<file path="src/rtl/core/block_to_chs_command_builder_macros.svh">
// ----------------------------------------------------------------------------
// block_to_chs_command_builder_macros
// assertion shorthands shared by the command builder modules
// ----------------------------------------------------------------------------
`ifndef BLOCK_TO_CHS_COMMAND_BUILDER_MACROS_SVH
`define BLOCK_TO_CHS_COMMAND_BUILDER_MACROS_SVH

// same-cycle implication, clocked on clk, off during rst
`define BTCCB_ASSERT_NOW(label, ante, cons, msg) \
  label: assert property (@(posedge clk) disable iff (rst) (ante) |-> (cons)) \
    else $error(msg);

// next-cycle implication, clocked on clk, off during rst
`define BTCCB_ASSERT_NEXT(label, ante, cons, msg) \
  label: assert property (@(posedge clk) disable iff (rst) (ante) |=> (cons)) \
    else $error(msg);

`endif

</file>
<file path="src/rtl/core/btccb_pkg.sv">
// ----------------------------------------------------------------------------
// btccb_pkg
// types, constants and codes shared by the block to chs command builder
// ----------------------------------------------------------------------------
package btccb_pkg;

  localparam int NUM_DRIVES_DEF = 2;
  localparam int IN_DATA_W      = 112;
  localparam int ABS_W          = 32;
  localparam int BITS_PER_STEP  = 8;
  localparam int DIV_STEPS      = ABS_W / BITS_PER_STEP;
  localparam int FIFO_DEPTH     = 2;

  localparam logic [5:0] SPT_RESET     = 6'd17;
  localparam logic [4:0] HEADS_RESET   = 5'd4;
  localparam logic [7:0] STEP_RESET    = 8'd5;
  localparam logic [7:0] OP_READ       = 8'h08;
  localparam logic [7:0] OP_WRITE      = 8'h0a;
  localparam logic [7:0] DEFAULT_COUNT = 8'd2;

  typedef enum logic [2:0] {
    REG_SPT0   = 3'd0,
    REG_HEADS0 = 3'd1,
    REG_SPT1   = 3'd2,
    REG_HEADS1 = 3'd3,
    REG_STEP   = 3'd4
  } reg_idx_t;

  typedef enum logic [1:0] {
    DIV_IDLE,
    DIV_RUN,
    DIV_DONE
  } div_state_t;

  typedef enum logic [2:0] {
    BYTE_OPCODE,
    BYTE_HEAD,
    BYTE_SECTOR,
    BYTE_CYL_LO,
    BYTE_COUNT,
    BYTE_STEP
  } byte_sel_t;

  // classified request waiting for the divider
  typedef struct packed {
    logic        rejected;
    logic        command;
    logic [2:0]  drive;
    logic [31:0] abs_sec;
    logic [5:0]  spt;
    logic [4:0]  heads;
    logic [7:0]  count;
  } req_t;

  // converted address ready to be sent
  typedef struct packed {
    logic       rejected;
    logic       command;
    logic [2:0] drive;
    logic [4:0] head;
    logic [5:0] sec;
    logic [9:0] cyl;
    logic [7:0] count;
  } chs_t;

endpackage

</file>
<file path="src/rtl/core/block_to_chs_command_builder.sv">
// ----------------------------------------------------------------------------
// block_to_chs_command_builder
// partition sector to cylinder/head/sector command block builder
// ----------------------------------------------------------------------------
// channels: s_* takes one read or write request, m_* gives command bytes,
// cfg_* writes drive geometry (sectors per track, heads) and the step code.
// a request that passes the drive, partition and bounds checks gives six
// bytes: opcode, drive/head, cylinder high/sector, cylinder low, count and
// step code, with m_tlast on the sixth. a refused request gives one zero
// byte with m_tlast and m_tuser set.
// a request goes through the queue, the divider and the emitter register
// before its first byte goes out; the divider takes 8 address bits a cycle.
// passing requests are paced by the byte-wide output, refused requests by
// the divider. a two-entry queue sits between the check stage and the
// divider, so new requests are taken while bytes are still going out.
// reset: synchronous, clears the queue and loads the geometry defaults
// (17 sectors, 4 heads, step code 5). when m_tready is low the current byte
// holds and the queue fills, after which s_tready drops.
// ----------------------------------------------------------------------------
module block_to_chs_command_builder import btccb_pkg::*; #(
  parameter int NUM_DRIVES = NUM_DRIVES_DEF
) (
  input  logic                 clk,
  input  logic                 rst,
  input  logic                 cfg_valid,
  output logic                 cfg_ready,
  input  logic [2:0]           cfg_index,
  input  logic [7:0]           cfg_data,
  input  logic                 s_tvalid,
  output logic                 s_tready,
  // drive[2:0], block[34:3], partition_start[66:35], partition_sectors[98:67],
  // partition_valid[99], sector_count[107:100], zero pad[111:108]
  input  logic [IN_DATA_W-1:0] s_tdata,
  // command[0]
  input  logic [0:0]           s_tuser,
  output logic                 m_tvalid,
  input  logic                 m_tready,
  // cmd_byte[7:0]
  output logic [7:0]           m_tdata,
  output logic                 m_tlast,
  // rejected[0]
  output logic [0:0]           m_tuser
);

  logic       push_valid;
  logic       push_ready;
  req_t       push_req;
  logic       q_valid;
  logic       q_ready;
  req_t       q_req;
  logic       chs_valid;
  logic       chs_ready;
  chs_t       chs;
  logic [7:0] step_code;

  btccb_front #(
    .NUM_DRIVES (NUM_DRIVES)
  ) u_front (
    .clk        (clk),
    .rst        (rst),
    .cfg_valid  (cfg_valid),
    .cfg_ready  (cfg_ready),
    .cfg_index  (cfg_index),
    .cfg_data   (cfg_data),
    .s_tvalid   (s_tvalid),
    .s_tready   (s_tready),
    .s_tdata    (s_tdata),
    .s_tuser    (s_tuser),
    .push_valid (push_valid),
    .push_ready (push_ready),
    .push_req   (push_req),
    .step_code  (step_code)
  );

  btccb_fifo u_fifo (
    .clk       (clk),
    .rst       (rst),
    .in_valid  (push_valid),
    .in_ready  (push_ready),
    .in_req    (push_req),
    .out_valid (q_valid),
    .out_ready (q_ready),
    .out_req   (q_req)
  );

  btccb_divider u_divider (
    .clk       (clk),
    .rst       (rst),
    .in_valid  (q_valid),
    .in_ready  (q_ready),
    .in_req    (q_req),
    .out_valid (chs_valid),
    .out_ready (chs_ready),
    .out_chs   (chs)
  );

  btccb_emitter u_emitter (
    .clk       (clk),
    .rst       (rst),
    .in_valid  (chs_valid),
    .in_ready  (chs_ready),
    .in_chs    (chs),
    .step_code (step_code),
    .m_tvalid  (m_tvalid),
    .m_tready  (m_tready),
    .m_tdata   (m_tdata),
    .m_tlast   (m_tlast),
    .m_tuser   (m_tuser)
  );

endmodule

</file>
<file path="src/rtl/core/btccb_front.sv">
// ----------------------------------------------------------------------------
// btccb_front
// geometry registers, request check and absolute sector sum
// ----------------------------------------------------------------------------
module btccb_front import btccb_pkg::*; #(
  parameter int NUM_DRIVES = NUM_DRIVES_DEF
) (
  input  logic                 clk,
  input  logic                 rst,
  input  logic                 cfg_valid,
  output logic                 cfg_ready,
  input  logic [2:0]           cfg_index,
  input  logic [7:0]           cfg_data,
  input  logic                 s_tvalid,
  output logic                 s_tready,
  input  logic [IN_DATA_W-1:0] s_tdata,
  input  logic [0:0]           s_tuser,
  output logic                 push_valid,
  input  logic                 push_ready,
  output req_t                 push_req,
  output logic [7:0]           step_code
);

  localparam int DRV_W = (NUM_DRIVES > 1) ? $clog2(NUM_DRIVES) : 1;

  logic [5:0] spt_reg   [NUM_DRIVES];
  logic [4:0] heads_reg [NUM_DRIVES];

  logic [2:0]       drive;
  logic [31:0]      block;
  logic [31:0]      part_start;
  logic [31:0]      part_sectors;
  logic             part_valid;
  logic [7:0]       sector_count;
  logic             drive_ok;
  logic [DRV_W-1:0] sel;
  logic [5:0]       spt_raw;
  logic [4:0]       heads_raw;

  assign cfg_ready = 1'b1;

  always_ff @(posedge clk) begin
    if (rst) begin
      for (int d = 0; d < NUM_DRIVES; d++) begin
        spt_reg[d]   <= SPT_RESET;
        heads_reg[d] <= HEADS_RESET;
      end
      step_code <= STEP_RESET;
    end else if (cfg_valid && cfg_ready) begin
      for (int d = 0; d < NUM_DRIVES; d++) begin
        if (cfg_index == 3'(int'(REG_SPT0) + 2 * d)) begin
          spt_reg[d] <= cfg_data[5:0];
        end
        if (cfg_index == 3'(int'(REG_HEADS0) + 2 * d)) begin
          heads_reg[d] <= cfg_data[4:0];
        end
      end
      if (cfg_index == REG_STEP) begin
        step_code <= cfg_data;
      end
    end
  end

  assign drive        = s_tdata[2:0];
  assign block        = s_tdata[34:3];
  assign part_start   = s_tdata[66:35];
  assign part_sectors = s_tdata[98:67];
  assign part_valid   = s_tdata[99];
  assign sector_count = s_tdata[107:100];

  assign drive_ok  = int'(drive) < NUM_DRIVES;
  assign sel       = drive_ok ? drive[DRV_W-1:0] : '0;
  assign spt_raw   = spt_reg[sel];
  assign heads_raw = heads_reg[sel];

  assign s_tready   = push_ready;
  assign push_valid = s_tvalid;

  always_comb begin
    push_req.rejected = !drive_ok || !part_valid || (block > part_sectors);
    push_req.command  = s_tuser[0];
    push_req.drive    = drive;
    push_req.abs_sec  = block + part_start;
    // a zero geometry register divides as one
    push_req.spt      = (spt_raw == '0) ? 6'd1 : spt_raw;
    push_req.heads    = (heads_raw == '0) ? 5'd1 : heads_raw;
    push_req.count    = (sector_count == '0) ? DEFAULT_COUNT : sector_count;
  end

endmodule

</file>
<file path="src/rtl/core/btccb_fifo.sv">
// ----------------------------------------------------------------------------
// btccb_fifo
// short request queue between the front and the divider
// ----------------------------------------------------------------------------
module btccb_fifo import btccb_pkg::*; (
  input  logic clk,
  input  logic rst,
  input  logic in_valid,
  output logic in_ready,
  input  req_t in_req,
  output logic out_valid,
  input  logic out_ready,
  output req_t out_req
);

  localparam int PTR_W = (FIFO_DEPTH > 1) ? $clog2(FIFO_DEPTH) : 1;
  localparam int CNT_W = $clog2(FIFO_DEPTH + 1);

  req_t             mem [FIFO_DEPTH];
  logic [PTR_W-1:0] wr_ptr;
  logic [PTR_W-1:0] rd_ptr;
  logic [CNT_W-1:0] count;
  logic             push;
  logic             pop;

  assign in_ready  = count != CNT_W'(FIFO_DEPTH);
  assign out_valid = count != '0;
  assign out_req   = mem[rd_ptr];
  assign push      = in_valid && in_ready;
  assign pop       = out_valid && out_ready;

  always_ff @(posedge clk) begin
    if (push) begin
      mem[wr_ptr] <= in_req;
    end
  end

  always_ff @(posedge clk) begin
    if (rst) begin
      wr_ptr <= '0;
      rd_ptr <= '0;
      count  <= '0;
    end else begin
      if (push) begin
        wr_ptr <= (wr_ptr == PTR_W'(FIFO_DEPTH - 1)) ? '0 : wr_ptr + 1'b1;
      end
      if (pop) begin
        rd_ptr <= (rd_ptr == PTR_W'(FIFO_DEPTH - 1)) ? '0 : rd_ptr + 1'b1;
      end
      if (push && !pop) begin
        count <= count + 1'b1;
      end else if (pop && !push) begin
        count <= count - 1'b1;
      end
    end
  end

endmodule

</file>
<file path="src/rtl/core/btccb_divider.sv">
// ----------------------------------------------------------------------------
// btccb_divider
// iterative chained division: sector by sectors per track, then track by heads
// ----------------------------------------------------------------------------
`include "block_to_chs_command_builder_macros.svh"

module btccb_divider import btccb_pkg::*; (
  input  logic clk,
  input  logic rst,
  input  logic in_valid,
  output logic in_ready,
  input  req_t in_req,
  output logic out_valid,
  input  logic out_ready,
  output chs_t out_chs
);

  localparam int STEP_W = (DIV_STEPS > 1) ? $clog2(DIV_STEPS) : 1;

  div_state_t state;
  div_state_t state_next;
  logic       load;
  logic       run;

  logic [STEP_W-1:0] step;
  logic [ABS_W-1:0]  dividend;
  logic [5:0]        rem_sec;
  logic [4:0]        rem_head;
  logic [9:0]        quo_cyl;
  logic [5:0]        spt;
  logic [4:0]        heads;
  logic              rejected;
  logic              command;
  logic [2:0]        drive;
  logic [7:0]        count;

  logic [6:0] t1;
  logic [5:0] t2;
  logic       qb;
  logic [5:0] rem_sec_next;
  logic [4:0] rem_head_next;
  logic [9:0] quo_cyl_next;

  always_ff @(posedge clk) begin
    if (rst) begin
      state <= DIV_IDLE;
    end else begin
      state <= state_next;
    end
  end

  always_comb begin
    state_next = state;
    in_ready   = 1'b0;
    out_valid  = 1'b0;
    run        = 1'b0;
    case (state)
      DIV_IDLE: begin
        in_ready = 1'b1;
        if (in_valid) begin
          state_next = DIV_RUN;
        end
      end
      DIV_RUN: begin
        run = 1'b1;
        if (step == STEP_W'(DIV_STEPS - 1)) begin
          state_next = DIV_DONE;
        end
      end
      DIV_DONE: begin
        out_valid = 1'b1;
        in_ready  = out_ready;
        if (out_ready) begin
          state_next = in_valid ? DIV_RUN : DIV_IDLE;
        end
      end
      default: begin
        state_next = DIV_IDLE;
      end
    endcase
  end

  assign load = in_valid && in_ready;

  // quotient bits of the first division feed the second one msb first
  always_comb begin
    rem_sec_next  = rem_sec;
    rem_head_next = rem_head;
    quo_cyl_next  = quo_cyl;
    t1 = '0;
    t2 = '0;
    qb = 1'b0;
    for (int i = 0; i < BITS_PER_STEP; i++) begin
      t1 = {rem_sec_next, dividend[ABS_W-1-i]};
      qb = t1 >= {1'b0, spt};
      if (qb) begin
        t1 = t1 - {1'b0, spt};
      end
      rem_sec_next = t1[5:0];
      t2 = {rem_head_next, qb};
      if (t2 >= {1'b0, heads}) begin
        t2 = t2 - {1'b0, heads};
        quo_cyl_next = {quo_cyl_next[8:0], 1'b1};
      end else begin
        quo_cyl_next = {quo_cyl_next[8:0], 1'b0};
      end
      rem_head_next = t2[4:0];
    end
  end

  always_ff @(posedge clk) begin
    if (load) begin
      step     <= '0;
      dividend <= in_req.abs_sec;
      rem_sec  <= '0;
      rem_head <= '0;
      quo_cyl  <= '0;
      spt      <= in_req.spt;
      heads    <= in_req.heads;
      rejected <= in_req.rejected;
      command  <= in_req.command;
      drive    <= in_req.drive;
      count    <= in_req.count;
    end else if (run) begin
      step     <= step + 1'b1;
      dividend <= dividend << BITS_PER_STEP;
      rem_sec  <= rem_sec_next;
      rem_head <= rem_head_next;
      quo_cyl  <= quo_cyl_next;
    end
  end

  always_comb begin
    out_chs.rejected = rejected;
    out_chs.command  = command;
    out_chs.drive    = drive;
    out_chs.head     = rem_head;
    out_chs.sec      = rem_sec;
    out_chs.cyl      = quo_cyl;
    out_chs.count    = count;
  end

  `BTCCB_ASSERT_NEXT(a_run_ends, (state == DIV_RUN) && (step == STEP_W'(DIV_STEPS - 1)), state == DIV_DONE, "divider did not finish after its last step")
  `BTCCB_ASSERT_NOW(a_rem_bound, state == DIV_DONE, (rem_sec < spt) && (rem_head < heads), "remainder not below divisor")
  `BTCCB_ASSERT_NEXT(a_result_held, out_valid && !out_ready, out_valid && $stable(quo_cyl) && $stable(rem_sec), "stalled result changed")

endmodule

</file>
<file path="src/rtl/core/btccb_emitter.sv">
// ----------------------------------------------------------------------------
// btccb_emitter
// serializes one converted request into the six-byte command block
// ----------------------------------------------------------------------------
`include "block_to_chs_command_builder_macros.svh"

module btccb_emitter import btccb_pkg::*; (
  input  logic       clk,
  input  logic       rst,
  input  logic       in_valid,
  output logic       in_ready,
  input  chs_t       in_chs,
  input  logic [7:0] step_code,
  output logic       m_tvalid,
  input  logic       m_tready,
  output logic [7:0] m_tdata,
  output logic       m_tlast,
  output logic [0:0] m_tuser
);

  logic      holding;
  byte_sel_t byte_idx;
  byte_sel_t byte_idx_next;
  chs_t      cur;
  logic      is_last;

  assign is_last  = cur.rejected || (byte_idx == BYTE_STEP);
  assign in_ready = !holding || (m_tready && is_last);
  assign m_tvalid = holding;
  assign m_tlast  = is_last;
  assign m_tuser  = cur.rejected;

  always_comb begin
    byte_idx_next = byte_idx;
    m_tdata       = '0;
    case (byte_idx)
      BYTE_OPCODE: begin
        byte_idx_next = BYTE_HEAD;
        m_tdata       = cur.command ? OP_WRITE : OP_READ;
      end
      BYTE_HEAD: begin
        byte_idx_next = BYTE_SECTOR;
        m_tdata       = {cur.drive, cur.head};
      end
      BYTE_SECTOR: begin
        byte_idx_next = BYTE_CYL_LO;
        m_tdata       = {cur.cyl[9:8], cur.sec};
      end
      BYTE_CYL_LO: begin
        byte_idx_next = BYTE_COUNT;
        m_tdata       = cur.cyl[7:0];
      end
      BYTE_COUNT: begin
        byte_idx_next = BYTE_STEP;
        m_tdata       = cur.count;
      end
      BYTE_STEP: begin
        byte_idx_next = BYTE_OPCODE;
        m_tdata       = step_code;
      end
      default: begin
        byte_idx_next = BYTE_OPCODE;
        m_tdata       = '0;
      end
    endcase
    // refused request gives a single zero byte
    if (cur.rejected) begin
      m_tdata = '0;
    end
  end

  always_ff @(posedge clk) begin
    if (rst) begin
      holding  <= 1'b0;
      byte_idx <= BYTE_OPCODE;
    end else if (in_valid && in_ready) begin
      holding  <= 1'b1;
      byte_idx <= BYTE_OPCODE;
    end else if (m_tvalid && m_tready) begin
      if (is_last) begin
        holding <= 1'b0;
      end else begin
        byte_idx <= byte_idx_next;
      end
    end
  end

  always_ff @(posedge clk) begin
    if (in_valid && in_ready) begin
      cur <= in_chs;
    end
  end

  `BTCCB_ASSERT_NOW(a_reject_single, m_tvalid && m_tuser[0], m_tlast, "refused request not marked last")
  `BTCCB_ASSERT_NEXT(a_block_continues, m_tvalid && m_tready && !m_tlast, m_tvalid, "command block cut short")
  `BTCCB_ASSERT_NEXT(a_load_starts, in_valid && in_ready, m_tvalid && (byte_idx == BYTE_OPCODE), "new block does not start at the opcode")

endmodule

</file>
<file path="config.mk">
export PLATFORM = sky130hd
export DESIGN_NAME = block_to_chs_command_builder
export DESIGN_NICKNAME = d
export VERILOG_FILES = /design/src/rtl/core/btccb_pkg.sv /design/src/rtl/core/block_to_chs_command_builder.sv /design/src/rtl/core/btccb_front.sv /design/src/rtl/core/btccb_fifo.sv /design/src/rtl/core/btccb_divider.sv /design/src/rtl/core/btccb_emitter.sv
export VERILOG_INCLUDE_DIRS = /design/src /design/src/rtl/core
export SDC_FILE = /design/constraint.sdc
export NUM_CORES = 1
export LEC_CHECK = 0
export BUFFER_PORTS_ARGS = -buffer_cell sky130_fd_sc_hd__buf_2
export CAP_MARGIN = 15
export CORE_MARGIN = 1
export CORE_UTILIZATION = 52
export DETAILED_ROUTE_END_ITERATION = 8
export GPL_ROUTABILITY_DRIVEN = 0
export GPL_TIMING_DRIVEN = 0
export HOLD_SLACK_MARGIN = 0.05
export PLACE_DENSITY = 0.75
export SYNTH_ARGS = -nofsm -noshare
export SYNTH_HDL_FRONTEND = slang
export SYNTH_SLANG_ARGS = --single-unit
</file>
<file path="constraint.sdc">
create_clock -name clk -period 15.3 [get_ports clk]
set_input_delay 1.53 -clock clk [delete_from_list [all_inputs] [get_ports clk]]
set_output_delay 1.53 -clock clk [all_outputs]
set_load 0.03 [all_outputs]
</file>
==> results_dict.tcl, run 1 <==
set metrics [dict create \
    cp.arrival_ps 16210 \
    remaining_drc_errors 0 \
    synth_cells 1571 \
    crit_path_top_delay_cell "or4_4" \
    ys_ff_latch 266 \
    clock_latency_ps 540 \
    wl_met3_mm 2.662 \
    fin_ws_ps -483.2 \
    overflow 0 \
    finClkSkew_ps 18.16 \
    synth_commonest_cells "edfxtp_1, ha_1, inv_1" \
    fin_crit_sh_pct 103.2 \
    cts.sinks 266 \
    antenna_found_initial 1 \
    cp.required_ps 15720 \
    dr.max_layer_used "met5" \
    fin_util_pct 65.47 \
    worst_pin_slew_ps 917.9 \
    numCtsBuffers 27 \
    ctsHoldBuffers 0 \
    drtPass1Iterations 5 \
    die_y_um 182.4 \
    largest_reg_flops 112 \
    hold_viol_final 0 \
    vias 13310 \
    grtUsageTotal_pct 24.64 \
    area_delta_synth_final_pct 22.96 \
    die_x_um 182.4 \
    clock.fmax_mhz 63.36 \
    synth_top_area_share_pct 39.73 \
    grt_start_max_net_pins 33 \
    ys_top_cells_by_area "edfxtp_1, ha_1, dfxtp_1" \
    fin_crit_ps 15780 \
    async_reset_ff_share_pct 0 \
    max_stage_delay_ps 550 \
    clk_pin_slew_ps 60 \
    violations "setup timing" \
    criticalPathCategory "flop to flop" \
    initial_utilization_pct 53.24 \
    drt_iter0_drc 1141 \
    fin_nets 2140 \
    layout-drive-gt1-share_pct 26.21 \
    end_kind "flop" \
    root_buffer "clkbuf_16" \
    regMostFlops "u_fifo.mem" \
    critPathLaunchType "flop" \
    dr_wl_met2_mm 21.07 \
    wirelength_mm 42.22 \
    rsz0062_at_grt "yes" \
    place_ws_ps -2591 \
    synth_area_um2 16930 \
    yosysUniqueCellTypes 88 \
    yosys_warnings 0 \
    synth-main-ff-cell "edfxtp_1" \
    synth.avg_cell_area_um2 10.78 \
    routedWlPerCell_um 18.37 \
    port_buffers 135 \
    avgViaCountPerCell 5.792 \
    grt_pass1_vias 13160 \
    grt_pass1_wl_mm 65.38 \
    synth.most_common_cell "edfxtp_1" \
    path_max_fanout 8 \
    cp_top_family "compound AO/OA/AOI/OAI gates" \
    crit_buf_inv 10 \
    synth_edf_count 224 \
    relSlewSlack_pct 38.66 \
    yosysSeqAreaShare_pct 44.69 \
    setup_violations 6 \
    wirelength_met1_mm 17.01 \
    coreArea_um2 31800 \
    h-tree-depth 1 \
    fp.dieArea_um2 33290 \
    placed_area_um2 18490 \
    status "finished, violations left" \
    cts_tree "done" \
    cts.path.max_buffers 3 \
    reg_top3 "u_fifo.mem: 112 flops, u_emitter.cur: 33 flops, u_divider.dividend: 32 flops" \
    syn_nets 1870 \
    slew_viol_final 0 \
    ioPinCount 142 \
    cap_violations 0 \
    row_count 65 \
    stdcell_area_um2 20820 \
    hpwlAfterDp_mm 29.10 \
    ant_nets 0 \
    hold_path.class "flop to flop" \
    holdWs_ps 413.8 \
    yosys.area.top_type "edfxtp_1" \
]
==> layer usage <==
metal / GRT usage (%) / vias to the layer above
li1: - / 6350
met1: 30.50 / 6312
met2: 44.55 / 521
met3: 2.934 / 125
met4: 8.101 / 2
met5: 0 / -
==> layout make-up <==
type                       instances  area [um2]
sequential                       266        7570
buffer                            41       172.7
antenna                            1       2.502
multi-input combinational       1129        9538
clock buffer                      37       733.2
fill                            2287       10980
clock inverter                    13       133.9
tap                              435       544.3
inverter                         133       533.0
timing repair buffer             243        1592
==> layout by cell type (no fill, tap or decap), types with 58 or more instances in the layout <==
| master | n |
|---|---|
| nand2_1 | 89 |
| edfxtp_1 | 224 |
| buf_4 | 100 |
| inv_1 | 116 |
| o21ai_0 | 69 |
| buf_2 | 135 |
| mux2i_1 | 58 |
| a21oi_1 | 79 |
| nor2_1 | 95 |
| ha_1 | 132 |
==> worst paths after layout <==
| path | start | end | slack (ps) | depth (start not counted) |
|---|---|---|---|---|
| worst min-delay path | u_divider.count[5]$_DFFE_PP_ | u_emitter.cur[5]$_DFFE_PP_ | 410 | 0 |
| worst max register to register | u_divider.spt[4]$_DFFE_PP_ | u_divider.rem_head[4]$_SDFFE_PP0P_ | -480 | 84 |
| worst min register to register | u_divider.count[5]$_DFFE_PP_ | u_emitter.cur[5]$_DFFE_PP_ | 410 | 0 |
| worst max-delay path | u_divider.spt[4]$_DFFE_PP_ | u_divider.rem_head[4]$_SDFFE_PP0P_ | -480 | 84 |
==> through the flow <==
stage	std cells	TNS, ps
after global routing	2297	-6047
final	2298	-2557
after CTS	2274	-825.5
after detailed placement	2144	-19480
after global placement	2141	-14470
after floorplan	1571	-24.19
==> kinds of logic (layout without fill, tap and decap cells) <==
kind of cell | after synthesis | after routing | share of synthesized area [%]
and+or+nand+nor | 376 | 376 | 11.08
buffers and inverters | 176 | 467 | 3.983
other | 1 | 2 | 0.02215
DFF | 266 | 266 | 44.69
adders and majority gates | 170 | 170 | 13.32
AOI/OAI and AO/OA | 387 | 387 | 15.36
muxes | 124 | 124 | 7.870
xor gates and xnor gates | 71 | 71 | 3.673
==> repair_timing <==
item	4_1_cts	5_1_grt
buffers inserted	82	22
pin swaps	60	63
endpoints found under the setup margin	13	8
resized for setup	71	62
Power of run 1 is not shown: default switching activity piles up to over one toggle a cycle in this logic, so the estimate is an artifact.
==> run 2, diff against run 1 <==
CAP_MARGIN = unset   (was 15)
CORE_UTILIZATION = 50   (was 52)
PLACE_DENSITY = 0.72   (was 0.75)
==> results_dict.tcl, run 2 (same netlist as run 1, synthesis figures left out) <==
set metrics [dict create \
    status "finished, violations left" \
    violations "setup timing" \
    wirelength_mm 41.86 \
    drtPass1Iterations 8 \
    vias 13460 \
    finClkSkew_ps 26.20 \
    routedWlPerCell_um 17.86 \
    fp.dieArea_um2 34600 \
    row_count 67 \
    clock_latency_ps 550 \
    cp.arrival_ps 16170 \
    crit_path_top_delay_cell "or4_4" \
    relSlewSlack_pct 17.64 \
    clk_pin_slew_ps 60 \
    reg_top3 "u_fifo.mem: 112 flops, u_emitter.cur: 33 flops, u_divider.dividend: 32 flops" \
    path_common_cell "ha_4" \
    area_delta_synth_final_pct 24.49 \
    largest_reg_flops 112 \
    placed_area_um2 18510 \
    coreArea_um2 33450 \
    overflow 0 \
    regMostFlops "u_fifo.mem" \
    avgViaCountPerCell 5.743 \
    clock.fmax_mhz 63.45 \
    holdPathEnd "u_emitter.cur[6]$_DFFE_PP_" \
    r2r_cells 79 \
    die_y_um 186.0 \
    tns_ps -2517 \
    port_buffers 135 \
    initial_utilization_pct 50.62 \
    end_kind "flop" \
    ant_nets 0 \
    antenna_found_initial 0 \
    layout_common_cells "edfxtp_1, buf_2, buf_4, ha_1, inv_1" \
    hpwlAfterDp_mm 28.87 \
    cts.path.max_buffers 3 \
    grt_start_max_net_pins 33 \
    place_ws_ps -2538 \
    ioPinCount 142 \
    r2r-end "u_divider.rem_head[2]$_SDFFE_PP0P_" \
    grt_pass1_vias 13520 \
    grt_pass1_wl_mm 65.76 \
    max_stage_delay_ps 540 \
    slew_viol_final 0 \
    holdWs_ps 419.0 \
    final_common_cell "edfxtp_1" \
    remaining_drc_errors 0 \
    fin_nets 2173 \
    numCtsBuffers 27 \
    critPathLaunchType "flop" \
    die_x_um 186.0 \
    layout-drive-gt1-share_pct 27.92 \
    fin_ws_ps -459.6 \
    r2r-start "u_divider.spt[2]$_DFFE_PP_" \
    cts.sinks 266 \
    rsz0062_at_grt "yes" \
    holdPathStages 0 \
    fin_crit_ps 15760 \
    fin_crit_sh_pct 103.0 \
    path_max_fanout 7 \
    criticalPathCategory "flop to flop" \
    grtUsageTotal_pct 24.03 \
    cp.required_ps 15720 \
    setup_violations 6 \
    hold_viol_final 0 \
    worst_pin_slew_ps 1234 \
    hold_path.class "flop to flop" \
    ff2ff_setup_slack_ps -460 \
    drt_iter0_drc 984 \
    h-tree-depth 1 \
    root_buffer "clkbuf_16" \
    stdcell_area_um2 21080 \
    cts_tree "done" \
    diodes 0 \
    cap_violations 0 \
    hp-start "u_divider.count[6]$_DFFE_PP_" \
]
run 2: metal layers:
layer	GRT usage (%)	share of wire, %	vias to the layer above
li1	-	-	6423
met1	29.53	41	6412
met2	42.60	49	498
met3	3.502	6.0	124
met4	8.787	3.2	0
met5	0	0	-
run 2: how the worst max path moves through the flow:
| stage | from | to | slack (ps) | cells after the start |
|---|---|---|---|---|
| 2_1_floorplan | u_divider.spt[1]$_DFFE_PP_ | u_divider.rem_head[2]$_SDFFE_PP0P_ | -10 | 85 |
| 3_3_place_gp | u_divider.spt[1]$_DFFE_PP_ | u_divider.rem_head[4]$_SDFFE_PP0P_ | -2210 | 86 |
| 3_5_place_dp | u_divider.spt[1]$_DFFE_PP_ | u_divider.rem_head[2]$_SDFFE_PP0P_ | -2540 | 85 |
| 4_1_cts | u_divider.spt[3]$_DFFE_PP_ | u_divider.rem_head[2]$_SDFFE_PP0P_ | -200 | 83 |
| 5_1_grt | u_divider.spt[2]$_DFFE_PP_ | u_divider.rem_head[2]$_SDFFE_PP0P_ | -1070 | 80 |
| 6_report | u_divider.spt[2]$_DFFE_PP_ | u_divider.rem_head[2]$_SDFFE_PP0P_ | -460 | 79 |
run 2: through the flow:
stage                     instances  utilization (%)
final                          2343            63.02
after global routing           2343            63.02
after CTS                      2315            61.84
after detailed placement       2157            55.35
after global placement         2154            55.10
after floorplan                1571                -
run 2: layout make-up:
| class | instances | area [um2] |
|---|---|---|
| plain buffers | 41 | 172.7 |
| clock buffers | 37 | 733.2 |
| clock inverters | 13 | 108.9 |
| fillers | 2500 | 12370 |
| inverters | 133 | 525.5 |
| multi-input cells | 1129 | 9585 |
| flip-flops and latches | 266 | 7569 |
| well taps | 448 | 560.5 |
| repair buffers | 276 | 1823 |
run 2: critical path, delay by kind of cell, from the launching register on:
kind | cells | cell delay, ps
AOI/OAI and AO/OA | 40 | 7840
and+or+nand+nor | 19 | 3350
adders and majority gates | 10 | 2520
buffers and inverters | 9 | 1200
DFF | 1 | 380
muxes | 1 | 300
run 2: what timing repair did:
action,CTS,global route
pin swaps,67,69
resized for setup,95,43
hold buffers,0,0
buffers inserted,110,36
endpoints found under the setup margin,13,10
Power of run 2 is left out for the same reason.
==> run 3, diff against run 2 <==
ABC_AREA = 1   (was unset)
==> results_dict.tcl, run 3 <==
set metrics [dict create \
    holdWs_ps 419.8 \
    grtUsageTotal_pct 22.33 \
    synth_area_um2 16890 \
    crit_path_top_delay_cell "fa_1" \
    row_count 66 \
    yosysSeqAreaShare_pct 44.79 \
    async_reset_ff_share_pct 0 \
    end_kind "flop" \
    fin_nets 2382 \
    avgViaCountPerCell 5.292 \
    cts_tree "done" \
    vias 13480 \
    cts.sinks 266 \
    antenna_found_initial 2 \
    hold_path.class "flop to flop" \
    yosys_warnings 0 \
    syn_nets 2186 \
    ant_nets 0 \
    fp.dieArea_um2 34530 \
    yosys.area.top_type "edfxtp_1" \
    die_x_um 185.8 \
    nFillCells 2813 \
    grt_pass1_wl_mm 61.26 \
    cp_top_family "simple AND/OR/NAND/NOR gates" \
    area_delta_synth_final_pct 15.47 \
    final_common_cell "nand2_1" \
    synth_commonest_cells "nand2_1, inv_1, edfxtp_1" \
    synth_cells 1887 \
    critPathLaunchType "flop" \
    clk_pin_slew_ps 70 \
    numCtsBuffers 27 \
    largest_reg_flops 112 \
    wirelength_mm 38.70 \
    synth-main-ff-cell "edfxtp_1" \
    regMostFlops "u_fifo.mem" \
    ioPinCount 142 \
    cap_violations 0 \
    remaining_drc_errors 0 \
    drt_iter0_drc 823 \
    r2r_cells 92 \
    fin_crit_sh_pct 92.61 \
    root_buffer "clkbuf_16" \
    cp.arrival_ps 14590 \
    ys_ff_latch 266 \
    yosysUniqueCellTypes 58 \
    synth.most_common_cell "nand2_1" \
    grt_start_max_net_pins 35 \
    drtPass1Iterations 5 \
    die_y_um 185.8 \
    slew_viol_final 0 \
    max_stage_delay_ps 410 \
    port_buffers 136 \
    path_max_fanout 10 \
    routedWlPerCell_um 15.19 \
    coreArea_um2 32870 \
    grt_pass1_vias 12930 \
    hold_viol_final 0 \
    initial_utilization_pct 51.40 \
    synth_top_area_share_pct 39.81 \
    hpwlAfterDp_mm 29.30 \
    status "completed" \
    clock.fmax_mhz 70.57 \
    crit_cells 92 \
    criticalPathCategory "flop to flop" \
    reg_top3 "u_fifo.mem: 112 flops, u_emitter.cur: 33 flops, u_divider.dividend: 32 flops" \
    path_common_cell "nand2_1" \
    fin_crit_ps 14170 \
    layout-drive-gt1-share_pct 14.78 \
    ctsHoldBuffers 0 \
    finClkSkew_ps 33.65 \
    relSlewSlack_pct 9.590 \
    clock_latency_ps 560 \
    layout_common_cells "nand2_1, edfxtp_1, inv_1, ha_1, buf_2" \
    h-tree-depth 1 \
    synth_edf_count 224 \
    overflow 0 \
    crit_buf_inv 14 \
    holdPathStages 0 \
    ys_top_cells_by_area "edfxtp_1, ha_1, nand2_1" \
    cp.required_ps 15720 \
    worst_pin_slew_ps 1355 \
    setup_violations 0 \
    cts.path.max_buffers 3 \
    synth.avg_cell_area_um2 8.953 \
]
==> run 3: cell count changes in the layout (fill, tap and decap cells not counted), moves of 47 or more <==
cell     before  now
inv_1       116  222
a21o_1       50    3
mux2i_1      58    1
nand2_1      88  487
buf_4       132   28
nand3_1      18   93
==> run 3: final cells by class <==
class | count | area, um2 | share of cell area [%]
Antenna cell | 2 | 5.005 | 0.02565
Buffer | 42 | 200.2 | 1.026
Clock buffer | 35 | 778.2 | 3.989
Clock inverter | 15 | 209.0 | 1.071
Inverter | 233 | 893.4 | 4.579
Multi-Input combinational cell | 1347 | 8359 | 42.85
Sequential cell | 266 | 7567 | 38.79
Tap cell | 442 | 553.0 | 2.835
Timing Repair Buffer | 166 | 943.4 | 4.836
==> run 3: final timing paths <==
check / start / end / slack, ps
max: u_divider.spt[2]$_DFFE_PP_ / u_divider.rem_head[3]$_SDFFE_PP0P_ / 1130
min: u_divider.drive[0]$_DFFE_PP_ / u_emitter.cur[29]$_DFFE_PP_ / 420
max reg2reg: u_divider.spt[2]$_DFFE_PP_ / u_divider.rem_head[3]$_SDFFE_PP0P_ / 1130
min reg2reg: u_divider.drive[0]$_DFFE_PP_ / u_emitter.cur[29]$_DFFE_PP_ / 420
==> run 3: cell families (layout without fill, tap and decap cells) <==
group                      Yosys count  after routing  share of synthesized area (%)
and+or+nand+nor                    792            793                          20.91
AOI/OAI and AO/OA                  298            298                          10.09
buffers and inverters              275            491                          6.354
DFF                                266            266                          44.79
adders and majority gates          170            170                          13.35
xor gates and xnor gates            79             79                          4.095
muxes                                6              6                         0.3925
other                                1              3                        0.02220
==> run 3: metrics by stage <==
stage | std cells | worst slack, ps | utilization (%) | TNS (ps) | area [um2]
after floorplan | 1887 | 1838 | - | 0 | 16900
after global placement | 2465 | -412.2 | 55.16 | -2199 | 18130
after detailed placement | 2468 | -882.9 | 55.39 | -5132 | 18210
after CTS | 2519 | 10.30 | 58.46 | 0 | 19210
after global routing | 2547 | -86.60 | 59.35 | -221.7 | 19510
final | 2548 | 1131 | 59.36 | 0 | 19510
==> run 3: per-layer routing <==
layer  share of wire (%)  GRT usage, %  routed length, um
met5                   0             0                  0
met3                 4.6         2.680               1773
met2                  49         39.61              18970
met1                  44         28.05              16950
met4                 2.6         7.541               1019
==> run 3: timing repair <==
item                                   in CTS  in global routing
pin swaps                                   0                 13
endpoints found under the hold margin       0                  0
buffers inserted                            1                 26
setup endpoints to repair                   6                 11
cloned                                      0                  1
resized for setup                           4                 30
Power of run 3 is left out for the same reason.
